===== src/multi_hash_key_value_table_unit_assert.svh =====
// Assertion helpers for the table's RTL modules; the controller includes them.
// Each expects clk_i and rst_ni to be visible where it is used.
`ifndef MULTI_HASH_KEY_VALUE_TABLE_UNIT_ASSERT_SVH
`define MULTI_HASH_KEY_VALUE_TABLE_UNIT_ASSERT_SVH

// Same-cycle implication, checked outside reset.
`define MHKV_ASSERT_IMP(label, ante, cons, msg) \
  label: assert property (@(posedge clk_i) disable iff (!rst_ni) (ante) |-> (cons)) \
    else $error(msg);

// Next-cycle implication, checked outside reset.
`define MHKV_ASSERT_NXT(label, ante, cons, msg) \
  label: assert property (@(posedge clk_i) disable iff (!rst_ni) (ante) |=> (cons)) \
    else $error(msg);

`endif


===== src/mhkv_pkg.sv =====
`default_nettype none

package mhkv_pkg;

  // Table geometry and hashing.
  localparam int NumHashes  = 4;
  localparam int NumMults   = 4;
  localparam int NumProbes  = (NumHashes > NumMults) ? NumMults : NumHashes;
  localparam int TableDepth = 1024;
  localparam int AddrW      = $clog2(TableDepth);
  localparam int SizeW      = 11;
  localparam int KeyW       = 32;
  localparam int ValW       = 32;
  localparam int MultW      = 32;
  localparam int ProbeW     = 2;
  localparam int CfgIdxW    = 3;
  localparam int CfgDataW   = 32;

  // Remainder unit: bits of the dividend retired per cycle.
  localparam int ModBitsPerCycle = 4;
  localparam int ModCycles       = KeyW / ModBitsPerCycle;
  localparam int ModCntW         = $clog2(ModCycles);

  // Reset values of the configuration registers.
  localparam logic [SizeW-1:0] SizeReset = SizeW'(TableDepth);
  localparam logic [MultW-1:0] MultReset [NumMults] = '{32'd1, 32'd3, 32'd5, 32'd7};

  typedef enum logic [CfgIdxW-1:0] {
    CFG_TABLE_SIZE = 3'd0,
    CFG_MULT_A     = 3'd1,
    CFG_MULT_B     = 3'd2,
    CFG_MULT_C     = 3'd3,
    CFG_MULT_D     = 3'd4
  } cfg_idx_e;

  typedef enum logic {
    OP_INSERT = 1'b0,
    OP_LOOKUP = 1'b1
  } op_e;

  typedef enum logic [1:0] {
    STAT_INSERTED = 2'd0,
    STAT_REFUSED  = 2'd1,
    STAT_FOUND    = 2'd2,
    STAT_MISS     = 2'd3
  } status_e;

  typedef enum logic [2:0] {
    CS_CLEAR,
    CS_IDLE,
    CS_MUL,
    CS_START,
    CS_MOD,
    CS_READ,
    CS_CHECK,
    CS_RESP
  } ctrl_state_e;

  // Commands from the controller to the datapath.
  typedef struct packed {
    logic    clr_en;
    logic    in_ready;
    logic    load;
    logic    mul_en;
    logic    mod_start;
    logic    rd_en;
    logic    wr_en;
    logic    probe_next;
    logic    set_res;
    status_e res_code;
    logic    out_load;
  } cmd_t;

  // Status from the datapath to the controller.
  typedef struct packed {
    logic key_zero;
    logic is_lookup;
    logic mod_done;
    logic key_empty;
    logic key_match;
    logic clr_last;
    logic last_probe;
    logic out_free;
  } sts_t;

endpackage

`default_nettype wire


===== src/mhkv_ctrl.sv =====
`default_nettype none
`include "multi_hash_key_value_table_unit_assert.svh"

module mhkv_ctrl
  import mhkv_pkg::*;
(
  input  wire logic clk_i,
  input  wire logic rst_ni,
  input  wire logic in_valid_i,
  input  wire sts_t sts_i,
  output cmd_t      cmd_o
);

  ctrl_state_e state_q, state_d;

  always_ff @(posedge clk_i or negedge rst_ni) begin
    if (!rst_ni) begin
      state_q <= CS_CLEAR;
    end else begin
      state_q <= state_d;
    end
  end

  // Next state and commands.
  always_comb begin
    state_d        = state_q;
    cmd_o          = '0;
    cmd_o.res_code = STAT_REFUSED;
    unique case (state_q)
      CS_CLEAR: begin
        cmd_o.clr_en = 1'b1;
        if (sts_i.clr_last) begin
          state_d = CS_IDLE;
        end
      end
      CS_IDLE: begin
        cmd_o.in_ready = 1'b1;
        if (in_valid_i) begin
          cmd_o.load = 1'b1;
          state_d    = CS_MUL;
        end
      end
      CS_MUL: begin
        // A zero key is refused without touching the table.
        if (sts_i.key_zero) begin
          cmd_o.set_res  = 1'b1;
          cmd_o.res_code = STAT_REFUSED;
          state_d        = CS_RESP;
        end else begin
          cmd_o.mul_en = 1'b1;
          state_d      = CS_START;
        end
      end
      CS_START: begin
        cmd_o.mod_start = 1'b1;
        state_d         = CS_MOD;
      end
      CS_MOD: begin
        if (sts_i.mod_done) begin
          state_d = CS_READ;
        end
      end
      CS_READ: begin
        cmd_o.rd_en = 1'b1;
        state_d     = CS_CHECK;
      end
      CS_CHECK: begin
        if (!sts_i.is_lookup && sts_i.key_empty) begin
          cmd_o.wr_en    = 1'b1;
          cmd_o.set_res  = 1'b1;
          cmd_o.res_code = STAT_INSERTED;
          state_d        = CS_RESP;
        end else if (sts_i.is_lookup && sts_i.key_match) begin
          cmd_o.set_res  = 1'b1;
          cmd_o.res_code = STAT_FOUND;
          state_d        = CS_RESP;
        end else if (sts_i.last_probe) begin
          cmd_o.set_res  = 1'b1;
          cmd_o.res_code = sts_i.is_lookup ? STAT_MISS : STAT_REFUSED;
          state_d        = CS_RESP;
        end else begin
          cmd_o.probe_next = 1'b1;
          state_d          = CS_MUL;
        end
      end
      CS_RESP: begin
        if (sts_i.out_free) begin
          cmd_o.out_load = 1'b1;
          state_d        = CS_IDLE;
        end
      end
      default: state_d = CS_CLEAR;
    endcase
  end

  `MHKV_ASSERT_IMP(a_load_when_free, cmd_o.out_load, sts_i.out_free, "result loaded over pending beat")
  `MHKV_ASSERT_IMP(a_write_empty_insert, cmd_o.wr_en, !sts_i.is_lookup && sts_i.key_empty && !sts_i.key_zero, "bad table write")
  `MHKV_ASSERT_NXT(a_accept_busy, cmd_o.load, !cmd_o.in_ready, "second beat taken while busy")
  `MHKV_ASSERT_NXT(a_mod_restart, cmd_o.mod_start, !sts_i.mod_done, "stale remainder seen as done")

endmodule

`default_nettype wire


===== config.mk =====
export PLATFORM = sky130hd
export DESIGN_NAME = mhkv_ctrl
export DESIGN_NICKNAME = d
export VERILOG_FILES = /design/src/mhkv_pkg.sv /design/src/mhkv_ctrl.sv
export VERILOG_INCLUDE_DIRS = /design/src /design/src/src
export SDC_FILE = /design/constraint.sdc
export NUM_CORES = 1
export LEC_CHECK = 0
export ABC_CLOCK_PERIOD_IN_PS = 2600
export BUFFER_PORTS_ARGS = -buffer_cell sky130_fd_sc_hd__buf_2
export CORE_AREA = 2 2 39 41
export DETAILED_ROUTE_END_ITERATION = 16
export DIE_AREA = 0 0 41 43
export PLACE_DENSITY = 0.58
export SLEW_MARGIN = 20
export SYNTH_ARGS = -nofsm -noshare
export SYNTH_HDL_FRONTEND = slang
export SYNTH_SLANG_ARGS = --single-unit

===== constraint.sdc =====
create_clock -name clk_i -period 2.6 [get_ports clk_i]
set_input_delay 0.26 -clock clk_i [delete_from_list [all_inputs] [get_ports clk_i]]
set_output_delay 0.26 -clock clk_i [all_outputs]
set_load 0.01 [all_outputs]

-- Word level (Yosys, flattened, before mapping)
Index checks and enable logic that the tools add are counted.
- flip-flop bits (word level): 3
- bits of input ports: 11
- logic and storage cells: 46
- eq/ne operators: 11
- muxes and demuxes: 29
- reductions and logical operators: 5
- operators by type and width (kind ; number):
    $mux W3 ; 12
    $pmux W3 S8 ; 1
    $eq A3 B3 Y1 const B ; 4
    $mux W1 ; 12
    $ne A2 B2 Y1 const B ; 4
    $eq A3 B2 Y1 const B ; 2
    $mux W2 ; 3
    $pmux W3 S2 ; 1
    $reduce_and A4 Y1 ; 1
    $eq A3 B1 Y1 const B ; 1
    $logic_not A3 Y1 ; 1
    $logic_and A1 B1 Y1 ; 2
    $logic_not A1 Y1 ; 1

-- Logic depth before layout (Yosys ltp)
Gate-level depths: netlist (run 1).
- depth in word-level cells: 5
- depth in mapped cells: 4
- gate-level depth less buffers: 3

-- Worst setup path before layout (run 1)
Ideal clock, no wire load.
- path type: register -> output
- start point: reg state_q[0]
- end point: out cmd_o[8] (netlist name)
- data arrival time: 1.015 ns
- data required time: 2.340 ns
- path slack: 1.325 ns
- cell stages (with the launch flop): 4
- buffers on the path: 1
- cells stage by stage: dfrtp_1 > buf_4 > and2b_1 > nor3b_1
- RTL lines (item ; line ; text):
    start, declared ; mhkv_ctrl.sv:14 ; ctrl_state_e state_q, state_d;
    start signal, assigned ; mhkv_ctrl.sv:20 ; state_q <= state_d;
    end, declared ; mhkv_ctrl.sv:11 ; output cmd_t cmd_o

==> impl.org, run 1 <==
** Power and ir drop
- IR analysis of the VDD net gives a maximum drop of roughly 0.34 mV.
- Total power :: roughly 0.46 mW
- Leakage power figure :: about 0.25 nW
- In this run the power density over the cells is approximately 990 nW/µm².

** Floorplan
- In this run the core area contains 14 standard-cell rows.
- Measured along the x axis, the die boundary spans roughly 40 µm.
- 23 I/O pins were placed.
- After floorplanning, the core was sized to cover around 1400 µm².
- Once the floorplan was initialized, standard cells occupied between 20% and 30% of the core.
- The floorplan step defined a die boundary enclosing between 1500 and 2000 µm².
- The die is 43 µm tall.

** Setup path
- The worst register-to-register path begins at state_q[2].
- Register-to-register setup slack :: 1.40 ns
- Startpoint kind of the worst setup timing path :: register
- Measured in cells, the most critical reg-to-reg path has a length of 3.
- Sequence of cells on the critical path :: nand3b_4, nor3_4, buf_2
- Timing endpoint of the critical path :: cmd_o[4]
- Category of the critical setup timing path :: register to output pin
- At the worst endpoint, the arrival time is around 1.4 ns.
- Counting both buffers and inverters, the worst setup path holds a total of 1.
- Terminus of the critical flop-to-flop path :: state_q[2]
- In this design, the largest share of critical-path delay is due to flip-flops.
- The most critical setup path has its startpoint at state_q[2].
- In this run the number of cells on the critical path is 3.
- In this run the worst path has a maximum fanout of 16.
- In this design, the stage delay of the slowest critical-path cell is around 0.66 ns.
- Slowest-stage cell, CP :: dfrtp_1
- Nature of the critical path endpoint :: output pin
- STA puts the critical path data required time at 2.34 ns.

** Synthesis
- The synthesized netlist devotes 13.2% of its cell area to compound gates.
- Net count of the mapped netlist :: 51
- Synth Cell Area :: around 330 µm²
- Yosys cell types :: 21
- The synthesized netlist devotes between 40 and 50% of its cell area to simple gates.
- Combinational family with the most area after synthesis :: simple AND/OR/NAND/NOR gates
- Sequential-to-total area share from yosys stat :: between 20% and 30%
- During synthesis, Yosys emitted a total of 0 warnings.
- Synthesis handed over a netlist of 40 instances.
- Post-Synth XOR/XNOR Area :: 0%
- Post-synthesis mux area share :: 7.55%
- Adder-cell share of the synthesized area :: 0%
- Number of flip-flops and latches in the synthesized netlist :: 3
- Averaged over all synthesized cells, the footprint is between 8 and 9 µm².

** Detailed routing
- Summing over every cut layer, the via total after detailed routing is between 300 and 400.
- In this run the remaining antenna-violating nets after routing total 0.
- In the routed design, unresolved DRC markers number 0.
- Drt pass-1 iters :: 2
- The detailed router finished its first iteration with 8 violations.
- Dividing the detail-routed via count by the number of cells gives 4.48.
- Drt total wl :: approximately 750 µm
- Average routed wire per standard cell :: 9.44 µm

** Final layout
- After routing the design area is about 460 µm².
- Top flop regs :: state_q (3)
- Leading cell type in the layout, fill and taps excluded :: buf_2
- At the end of the flow the core is filled with cells to roughly a third.
- Number of standard cells in the layout, taps in and fillers out :: 79
- The register with the most flip-flops in the layout has 3 of them.
- state_q holds more flip-flops than any other register.
- Nets@finish :: 75
- In the layout the commonest cells are 22 x buf_2, 7 x nor2_1, 4 x nor3_1.
- Area grow syn2layout :: 38.9%
- The post-route netlist has 46.0% of its cells at a drive strength greater than 1.
- Antenna diode instance count :: 0

** Placed design
- The count of buffers added on input and output ports is 22.
- Post-placement worst setup slack :: roughly 1.2 ns
- After detailed placement, the design holds a cell count of 74.
- HPWL after DPL :: 588 µm
- At the end of routability-driven placement, the weighted congestion stood at between 0.6 and 0.7.
- Placed cell area :: around 420 µm²

** CTS
- TritonCTS Buffers :: 3
- TritonCTS built the clock tree.
- Maximum level of the CTS H-tree :: 1
- After clock tree synthesis, the clock-pin slew on the worst setup and hold paths is 0.04 ns.
- Master cell of the clock root buffer :: clkbuf_4
- Clock tree buffer depth :: 2
- In this run the post-CTS setup repair buffer count came out at 0.
- Clk Latency, worst-skew pair :: between 0.2 and 0.25 ns
- Counting every sink on the clock net gives 3.

** STA
- Counting I/O delays and the setup requirement, the final critical path takes roughly 1.7 ns.
- Setup repair after global routing left no endpoint under its margin.
- Finish-stage setup viols :: 0
- Highest attainable clock frequency :: between 600 and 700 MHz
- Total negative slack :: 0 ns
- Tightest Pin Transition :: ~0.53 ns
- Count of final hold-check violations :: 0
- Worst setup margin :: around 0.94 ns
- Worst clock skew on the final layout :: roughly 0.0019 ns
- Hold timing on the final database bottoms out at a slack of between 0.3 and 0.4 ns.
- The worst path uses 63.8% of the clock period.
- Worst slew margin relative to its limit :: roughly two thirds
- The final number of max-transition violations was 0.

** Global routing
- Entering global routing, the biggest net connects 17 pins.
- The number of antenna violations at the first check in global routing came to 0.
- Congestion Overflow GR :: 0
- GR Util All Layers :: 10.6%
- The first global-routing pass estimated about 1300 µm of wire.
- The number of global-route vias before repair is roughly 320.

** Job
- Max-cap violations in this run came to 0.

** Run status
- The flow ran to the end, and the final reports show no timing, DRC or antenna violations.

** Worst hold path
- Worst Hold Class :: input pin to async pin
[Yosys cell counts]
library cell,number,area [µm²]
nor3_1,4,20.0
o2bb2ai_1,1,8.76
o21ai_0,2,10.0
and2b_1,1,7.51
nand3b_4,1,20.0
nor2_1,7,26.3
nor3_4,1,16.3
dfrtp_1,3,75.1
nor3b_1,2,15.0
buf_4,2,15.0
mux2i_1,1,10.0
mux2_4,1,15.0
nand3_1,1,5.00
nand2b_1,1,6.26
nand2_1,3,11.3
a211oi_1,2,15.0
and3_1,1,6.26
buf_6,2,22.5
nor4_2,1,12.5
a21oi_1,2,10.0
inv_1,1,3.75
[cells by family after synthesis]
logic type             Yosys count
buffers and inverters            5
AOI/OAI and AO/OA                7
DFF                              3
and+or+nand+nor                 23
muxes                            2
[power breakdown]
part,switching [mW],internal [mW],leakage [nW]
sequential,0.0804,0.0698,0.0329
combinational,0.108,0.115,0.198
clock,0.0243,0.0575,0.0150
total,0.213,0.242,0.246
[per-layer routing]
| layer | GRT usage (%) | routed length, µm |
|---|---|---|
| met5 | 0 | 0 |
| met4 | 6.00 | 0 |
| met3 | 3.66 | 84 |
| met2 | 13.4 | 312 |
| met1 | 15.1 | 349 |
[worst min path at each step]
stage	startpoint	to	slack, ns
3_3_place_gp	rst_ni	state_q[0]	0.06
2_1_floorplan	rst_ni	state_q[0]	-0.04
3_5_place_dp	rst_ni	state_q[0]	0.06
5_1_grt	rst_ni	state_q[0]	0.36
4_1_cts	rst_ni	state_q[0]	0.35
6_report	rst_ni	state_q[0]	0.35
[what timing repair did]
action	CTS	global route
hold endpoints to repair	3	0
hold buffers	1	0
gates resized for setup	0	0
[area by class of cell]
| type | count | area, µm² |
|---|---|---|
| multi-input cells | 32 | 215 |
| well taps | 16 | 20.0 |
| repair buffers | 23 | 120 |
| fillers | 156 | 923 |
| clock buffers | 4 | 26.3 |
| flip-flops and latches | 3 | 75.1 |
| inverters | 1 | 3.75 |
(Power assumes the default switching activity.)
==> inputs of run 2 (changes only) <==
- ABC_CLOCK_PERIOD_IN_PS: 2600 -> 1500
- PLACE_DENSITY: 0.58 -> 0.6
- clock period: 2.6 -> 1.5 ns (I/O delays scaled with it)
==> run 2 against run 1 <==
Net effect: setup slack got worse by 0.82 ns; clock power increased by 78%; clock-buffer cell count did not move; sequential power increased by 65%; utilization increased by 2.3 points; non-clock buffer count rose by 3; via count increased by 4.2%; largest cell class unchanged; largest power group unchanged; highest routed layer is now met4.
==> impl.org, run 2 (synthesized netlist as in run 1, its figures left out) <==
** Global routing
- The global-route total usage across every layer is 11.4% (+0.71 points).
- The first-pass GRT wire length is 1350 µm (+4.3%).
- Congestion Overflow GR :: 0 (unchanged)
- The number of global-route vias before repair was 338 (+7.0%).
- Antenna violations before repair :: 0 (unchanged)
- The pin count of the biggest net entering global routing was 17 (unchanged).

** Power and ir drop
- The worst-case vdd ir drop was 0.597 mV (+74%).
- Leakage power figure :: 0.259 nW (+5.1%)
- Part of the power in the clock network :: 16.9% (-1.1 points)
- The total power divided by cell area was 1760 nW/µm² (+78%).
- Internal Pwr Total :: 0.478 mW (+98%)
- The switching power was 0.386 mW (+81%).
- Part of the total power dissipated in sequential elements :: 28.7% (-4.3 points)
- The fraction of power consumed by combinational cells is 54.4% (+5.4 points).
- The total design power was 0.864 mW (+90%).
- The switching share of power was 44.7% (-2.1 points).

** CTS
- The number of buffers created by CTS was 3 (unchanged).
- Sinks on the clock net :: 3 (unchanged)
- The number of levels in the clock H-tree is 1 (unchanged).
- Clk Latency, worst-skew pair :: 0.24 ns (about the same)
- CTS clk-pin slew, worst paths :: 0.04 ns (about the same)
- TritonCTS built the clock tree.
- Master cell of the clock root buffer :: clkbuf_4
- The number of buffers between clock root and the deepest sink is 2 (unchanged).

** STA
- Tightest Pin Transition :: 0.240 ns (-0.285 ns)
- The final setup violation count is 0 (unchanged).
- Based on the critical path, the design can be clocked at up to 725 MHz.
- The setup TNS came to 0 ns (unchanged).
- Worst slew margin relative to its limit :: 83.9% (+19 points)
- Subtracting the final worst setup slack from the clock period gives approximately 1.4 ns.
- The final number of max-transition violations came to 0 (unchanged).
- The count of endpoints failing hold in the final timing report was 0 (unchanged).
- The tightest hold margin came to 0.240 ns (-0.107 ns).
- RSZ-0062 raised after global routing :: false
- The post-route worst setup slack was 0.121 ns (-0.819 ns).
- Worst clock skew on the final layout :: 0.00281 ns (+0.000938 ns)
- Of the available clock period, the critical path in the final layout requires 91.9%.

** Final layout
- The net count of the finished layout came to 78 (+4.0%).
- The fraction of layout instances using a drive strength above 1 came to 54.5% (+8.5 points).
- Post-layout utilization of the core :: 35.5% (+2.3 points)
- Max FFs per register :: 3 (unchanged)
- The number of standard cells in the layout, taps in and fillers out is 82 (+3.8%).
- Leaving out fill and tap cells, the most frequent cell in the layout is buf_2.
- Top flop regs :: state_q (3)
- Antenna diode instance count :: 0 (unchanged)
- The register with the most flip-flops in the final layout is state_q.
- Leaving out fill and tap cells, the most frequent cells in the layout are 22 x buf_2, 7 x nor2_1, 4 x nor3_1.
- The final instance area is 492 µm² (+6.8%).
- Area grow syn2layout :: 48.3%

** Placed design
- Cell count after placement :: 74 (unchanged)
- The weighted congestion at the end of routability-driven global placement came to 0.721 (+3.5%).
- Placed cell area :: 424 µm² (unchanged)
- Post-placement worst setup slack :: 0.191 ns (-0.979 ns)
- HPWL after DPL :: 607 µm (+3.2%)
- Number of I/O port buffers :: 22 (unchanged)

** Worst hold path
- The min-delay analysis places its worst path in the category input pin to async pin.

** Floorplan
- Core area :: 1380 µm² (unchanged)
- Die Ht :: 43 µm (unchanged)
- The die area is 1760 µm² (unchanged).
- Chip width :: 41 µm (unchanged)
- Starting utilization of the core area :: 24.0% (unchanged)
- The number of rows created at floorplan came to 14 (unchanged).
- # IOs :: 23 (unchanged)

** Detailed routing
- Number of vias per cell after detailed routing :: 4.50 (+0.42%)
- DRC violation count after routing :: 0 (unchanged)
- Drt pass-1 iters :: 4 (+2)
- Via count of the routed design :: 369 (+4.2%)
- The total wire length after detailed routing was 834 µm (+12%).
- Post-detailed-route count of antenna-violating nets :: 0 (unchanged)
- DRC violation total after the first TritonRoute iteration :: 5 (-3)
- The average wire length per cell after detail routing is 10.2 µm (+7.7%).

** Job
- MaxCap Viol Count :: 0 (unchanged)

** Setup path
- Crit-path max FO :: 8 (-8)
- The required time at the worst-slack endpoint came to 1.35 ns (-0.99 ns).
- The critical path data arrival time is 1.23 ns (-0.17 ns).
- Startpoint kind of the worst setup timing path :: register
- Category of the critical setup timing path :: register to output pin
- STA classifies the critical path endpoint as an output pin.

** Run status
- The flow ran to the end, and the final reports show no timing, DRC or antenna violations.
==> run 2: per-layer routing <==
metal / routed length [µm] / global-route usage (%) / up-vias / share of wire, %
met5: 0 / 0 / - / 0
met4: 18 / 10.0 / 0 / 2.2
met3: 77 / 1.57 / 2 / 9.2
met2: 355 / 15.0 / 20 / 43
met1: 383 / 15.2 / 155 / 46
li1: - / - / 192 / -
==> run 2: final cells by class <==
type / count / area [µm²]
fillers: 157 / 892
multi-input cells: 32 / 220
repair buffers: 26 / 143
flip-flops and latches: 3 / 78.8
clock buffers: 4 / 26.3
well taps: 16 / 20.0
inverters: 1 / 3.75
==> run 2: power by group through the flow <==
stage	Sequential [mW]	Combinational, mW	Clock [mW]
final	0.248	0.470	0.146
after global routing	0.264	0.520	0.165
after CTS	0.268	0.394	0.151
after detailed placement	0.260	0.390	0
after global placement	0.256	0.384	0
after floorplan	0.145	0.451	0
==> run 2: what timing repair did <==
action / in CTS / in global routing
setup buffers: 0 / 3
setup endpoints to repair: 5 / 4
endpoints found under the hold margin: 3 / 0
gates resized for setup: 2 / 3
pin swaps: 0 / 0
hold buffers: 1 / 0
==> run 2: final timing paths <==
check / from / endpoint / slack [ns] / depth (start not counted)
max reg2reg: state_q[2] / state_q[0] / 0.36 / 3
max: state_q[0] / cmd_o[5] / 0.12 / 3
min reg2reg: state_q[0] / state_q[1] / 0.64 / 2
max in group asynchronous: rst_ni / state_q[2] / 1.14 / 2
min: rst_ni / state_q[1] / 0.24 / 2
min in group clk_i: in_valid_i / state_q[1] / 0.25 / 3
==> run 2: critical path, cell delays in order, from the launching register on <==
cell and delay [ns]:
dfrtp_2 0.44, nand3b_4 0.19, nor3b_1 0.20, buf_2 0.16
==> inputs of run 3 (changes only) <==
- ABC_CLOCK_PERIOD_IN_PS: 1500 -> 1300
- CTS_CLUSTER_SIZE: default -> 40
- PLACE_DENSITY: 0.6 -> 0.58
- clock period: 1.5 -> 1.3 ns (I/O delays scaled with it)
==> run 3 against run 2 <==
Net effect: the run now ends with negative setup slack left; sequential share of layout area decreased by 1.5 points; non-clock buffer count increased by 5; largest cell class unchanged; critical endpoint is now cmd_o[3]; clock-buffer cell count unchanged; flip-flop and latch count unchanged; final area increased by 10%.
==> impl.org, run 3 (synthesized netlist as in run 1, its figures left out) <==
** CTS
- TritonCTS built the clock tree.
- Maximum level of the CTS H-tree :: 1 (unchanged)
- TritonCTS Buffers :: 3 (unchanged)
- In this run the clock root is driven by a clkbuf_4.
- The number of clock sinks seen by CTS is 3 (unchanged).
- The number of buffers between clock root and the deepest sink came to 2 (unchanged).
- The CTS clock-pin slew for the worst setup and hold paths is 0.04 ns (about the same).
- Clk Latency, worst-skew pair :: 0.23 ns (about the same)

** Setup path
- The worst path buffer plus inverter count was 1 (unchanged).
- Sequence of cells on the critical path :: and2b_1, o21ai_1, a21oi_1, buf_2
- Worst EP arrival :: 1.25 ns (+0.02 ns)
- Register-to-register setup slack :: 0.13 ns (-0.23 ns)
- The largest fanout of any net on the critical path came to 6 (-2).
- The longest individual stage delay on the worst path came to 0.44 ns (about the same).
- Startpoint kind of the worst setup timing path :: register
- Slowest-stage cell, CP :: dfrtp_2
- Crit path required time :: 1.17 ns (-0.18 ns)
- The worst setup path is captured at an output pin.
- Category of the critical setup timing path :: register to output pin
- CP delay by family, top :: flip-flops

** Placed design
- Placed cell area :: 454 µm² (+7.1%)
- The pre-CTS setup slack is 0.0841 ns (-0.107 ns).
- HPWL after DPL :: 669 µm (+10%)
- The weighted congestion at the end of routability-driven global placement was 0.696 (-3.5%).
- The total instance count after detailed placement is 78 (+5.4%).
- Number of I/O port buffers :: 22 (unchanged)

** Global routing
- Maximum number of pins on one net before global-route repair :: 11 (-6)
- GR Util All Layers :: 12.5% (+1.1 points)
- Via count of the first global-routing pass :: 372 (+10%)
- The number of antenna violations at the first check in global routing is 0 (unchanged).
- The remaining global-route overflow is 0 (unchanged).
- The first-pass GRT wire length is 1500 µm (+11%).

** Detailed routing
- Via count of the routed design :: 391 (+6.0%)
- Average routed wire per standard cell :: 10.9 µm (+6.9%)
- The detailed router's first-iteration violation count came to 6 (+1).
- Drt total wl :: 946 µm (+13%)
- The residual antenna-violating net count after detailed routing is 0 (unchanged).
- Number of vias per cell after detailed routing :: 4.49 (-0.13%)
- Drt pass-1 iters :: 4 (unchanged)
- The DRC violation count after routing came to 0 (unchanged).

** Final layout
- Max FFs per register :: 3 (unchanged)
- Fill cell instance count of the final layout :: 154 (-1.9%)
- In the layout the commonest cells are 22 x buf_2, 8 x buf_4, 6 x nor2_1.
- The utilization of the core after routing was 39.2% (+3.6 points).
- Leading cell type in the layout, fill and taps excluded :: buf_2
- Relative to the synthesized area, the layout overhead comes to 63.4%.
- Number of standard cells in the layout, taps in and fillers out :: 87 (+6.1%)
- The net count of the finished layout was 83 (+6.4%).
- Post-route cell area :: 542 µm² (+10%)
- Ranked by flip-flop count, first place goes to state_q.
- The fraction of layout instances using a drive strength above 1 was 62.0% (+7.4 points).
- The diode insertion count for antenna repair came to 0 (unchanged).
- Top flop regs :: state_q (3)

** Floorplan
- The die area came to 1760 µm² (unchanged).
- Die Ht :: 43 µm (unchanged)
- # IOs :: 23 (unchanged)
- The starting density of the core is 24.0% (unchanged).
- The number of rows created at floorplan came to 14 (unchanged).
- Core area :: 1380 µm² (unchanged)
- Chip width :: 41 µm (unchanged)

** Power and ir drop
- Total power :: 1.13 mW (+31%)
- Max rail drop VDD :: 0.879 mV (+47%)
- The static leakage was 0.284 nW (+9.7%).
- The total power divided by cell area is 2090 nW/µm² (+19%).

** Run status
- Violated checks :: negative setup slack
- The flow ran to the end, but the final reports show violations.

** STA
- The tightest hold margin was 0.221 ns (-0.0189 ns).
- The slew at the pin closest to its max-slew limit is 0.206 ns (-0.0343 ns).
- Minimum period implied by the final worst setup slack :: between 1 and 1.5 ns
- Count of final hold-check violations :: 0 (unchanged)
- Total negative slack :: -0.139 ns (-0.139 ns)
- Of the available clock period, the critical path in the final layout requires 106%.
- Highest attainable clock frequency :: between 700 and 800 MHz
- Pins Over Slew Limit :: 0 (unchanged)
- Worst setup margin :: -0.0786 ns (-0.200 ns)
- Worst slew margin relative to its limit :: 86.2% (+2.3 points)
- The worst setup skew after layout is 0.00373 ns (+0.000914 ns).
- Finish-stage setup viols :: 4 (+4)
- Setup repair after global routing could not meet its margin everywhere.

** Job
- MaxCap Viol Count :: 0 (unchanged)

** Worst hold path
- The tightest min-delay check is of the input pin to async pin type.
## run 3: final cells by class
class	count	area (µm²)	share of cell area, %
multi-input cells	32	233	43.0
clock buffers	4	26.3	4.85
inverters	1	3.75	0.693
flip-flops and latches	3	78.8	14.5
well taps	16	20.0	3.70
repair buffers	31	180	33.3
## run 3: worst paths after layout
path	start	to	depth (start not counted)
worst max register to register	state_q[1]	state_q[0]	4
min in group clk_i	sts_i[0]	state_q[2]	4
worst max-delay path	state_q[0]	cmd_o[3]	4
worst min register to register	state_q[0]	state_q[1]	2
worst min-delay path	rst_ni	state_q[0]	2
max in group asynchronous	rst_ni	state_q[2]	2
## run 3: repair_timing
item,4_1_cts,5_1_grt
hold endpoints to repair,3,0
pin swaps,1,0
endpoints found under the setup margin,11,9
buffers inserted,4,0
hold buffers,1,0
resized for setup,7,1
## run 3: power breakdown
part           internal [mW]  leakage [nW]  switching [mW]
clock                  0.115        0.0150          0.0449
combinational          0.376         0.238           0.331
sequential             0.151        0.0305           0.116
## run 3: metal layers
layer | share of wire, % | up-vias | global-route usage [%]
li1 | - | 205 | -
met1 | 46 | 169 | 15.8
met2 | 46 | 17 | 18.8
met3 | 8.4 | 0 | 3.14
met4 | 0 | 0 | 6.00
met5 | 0 | - | 0
## run 3: worst reg2reg max path, stage by stage (launching register included)
cell	delay, ns
dfrtp_2	0.46
buf_4	0.16
nor3_1	0.18
a211oi_1	0.07
a211oi_1	0.20
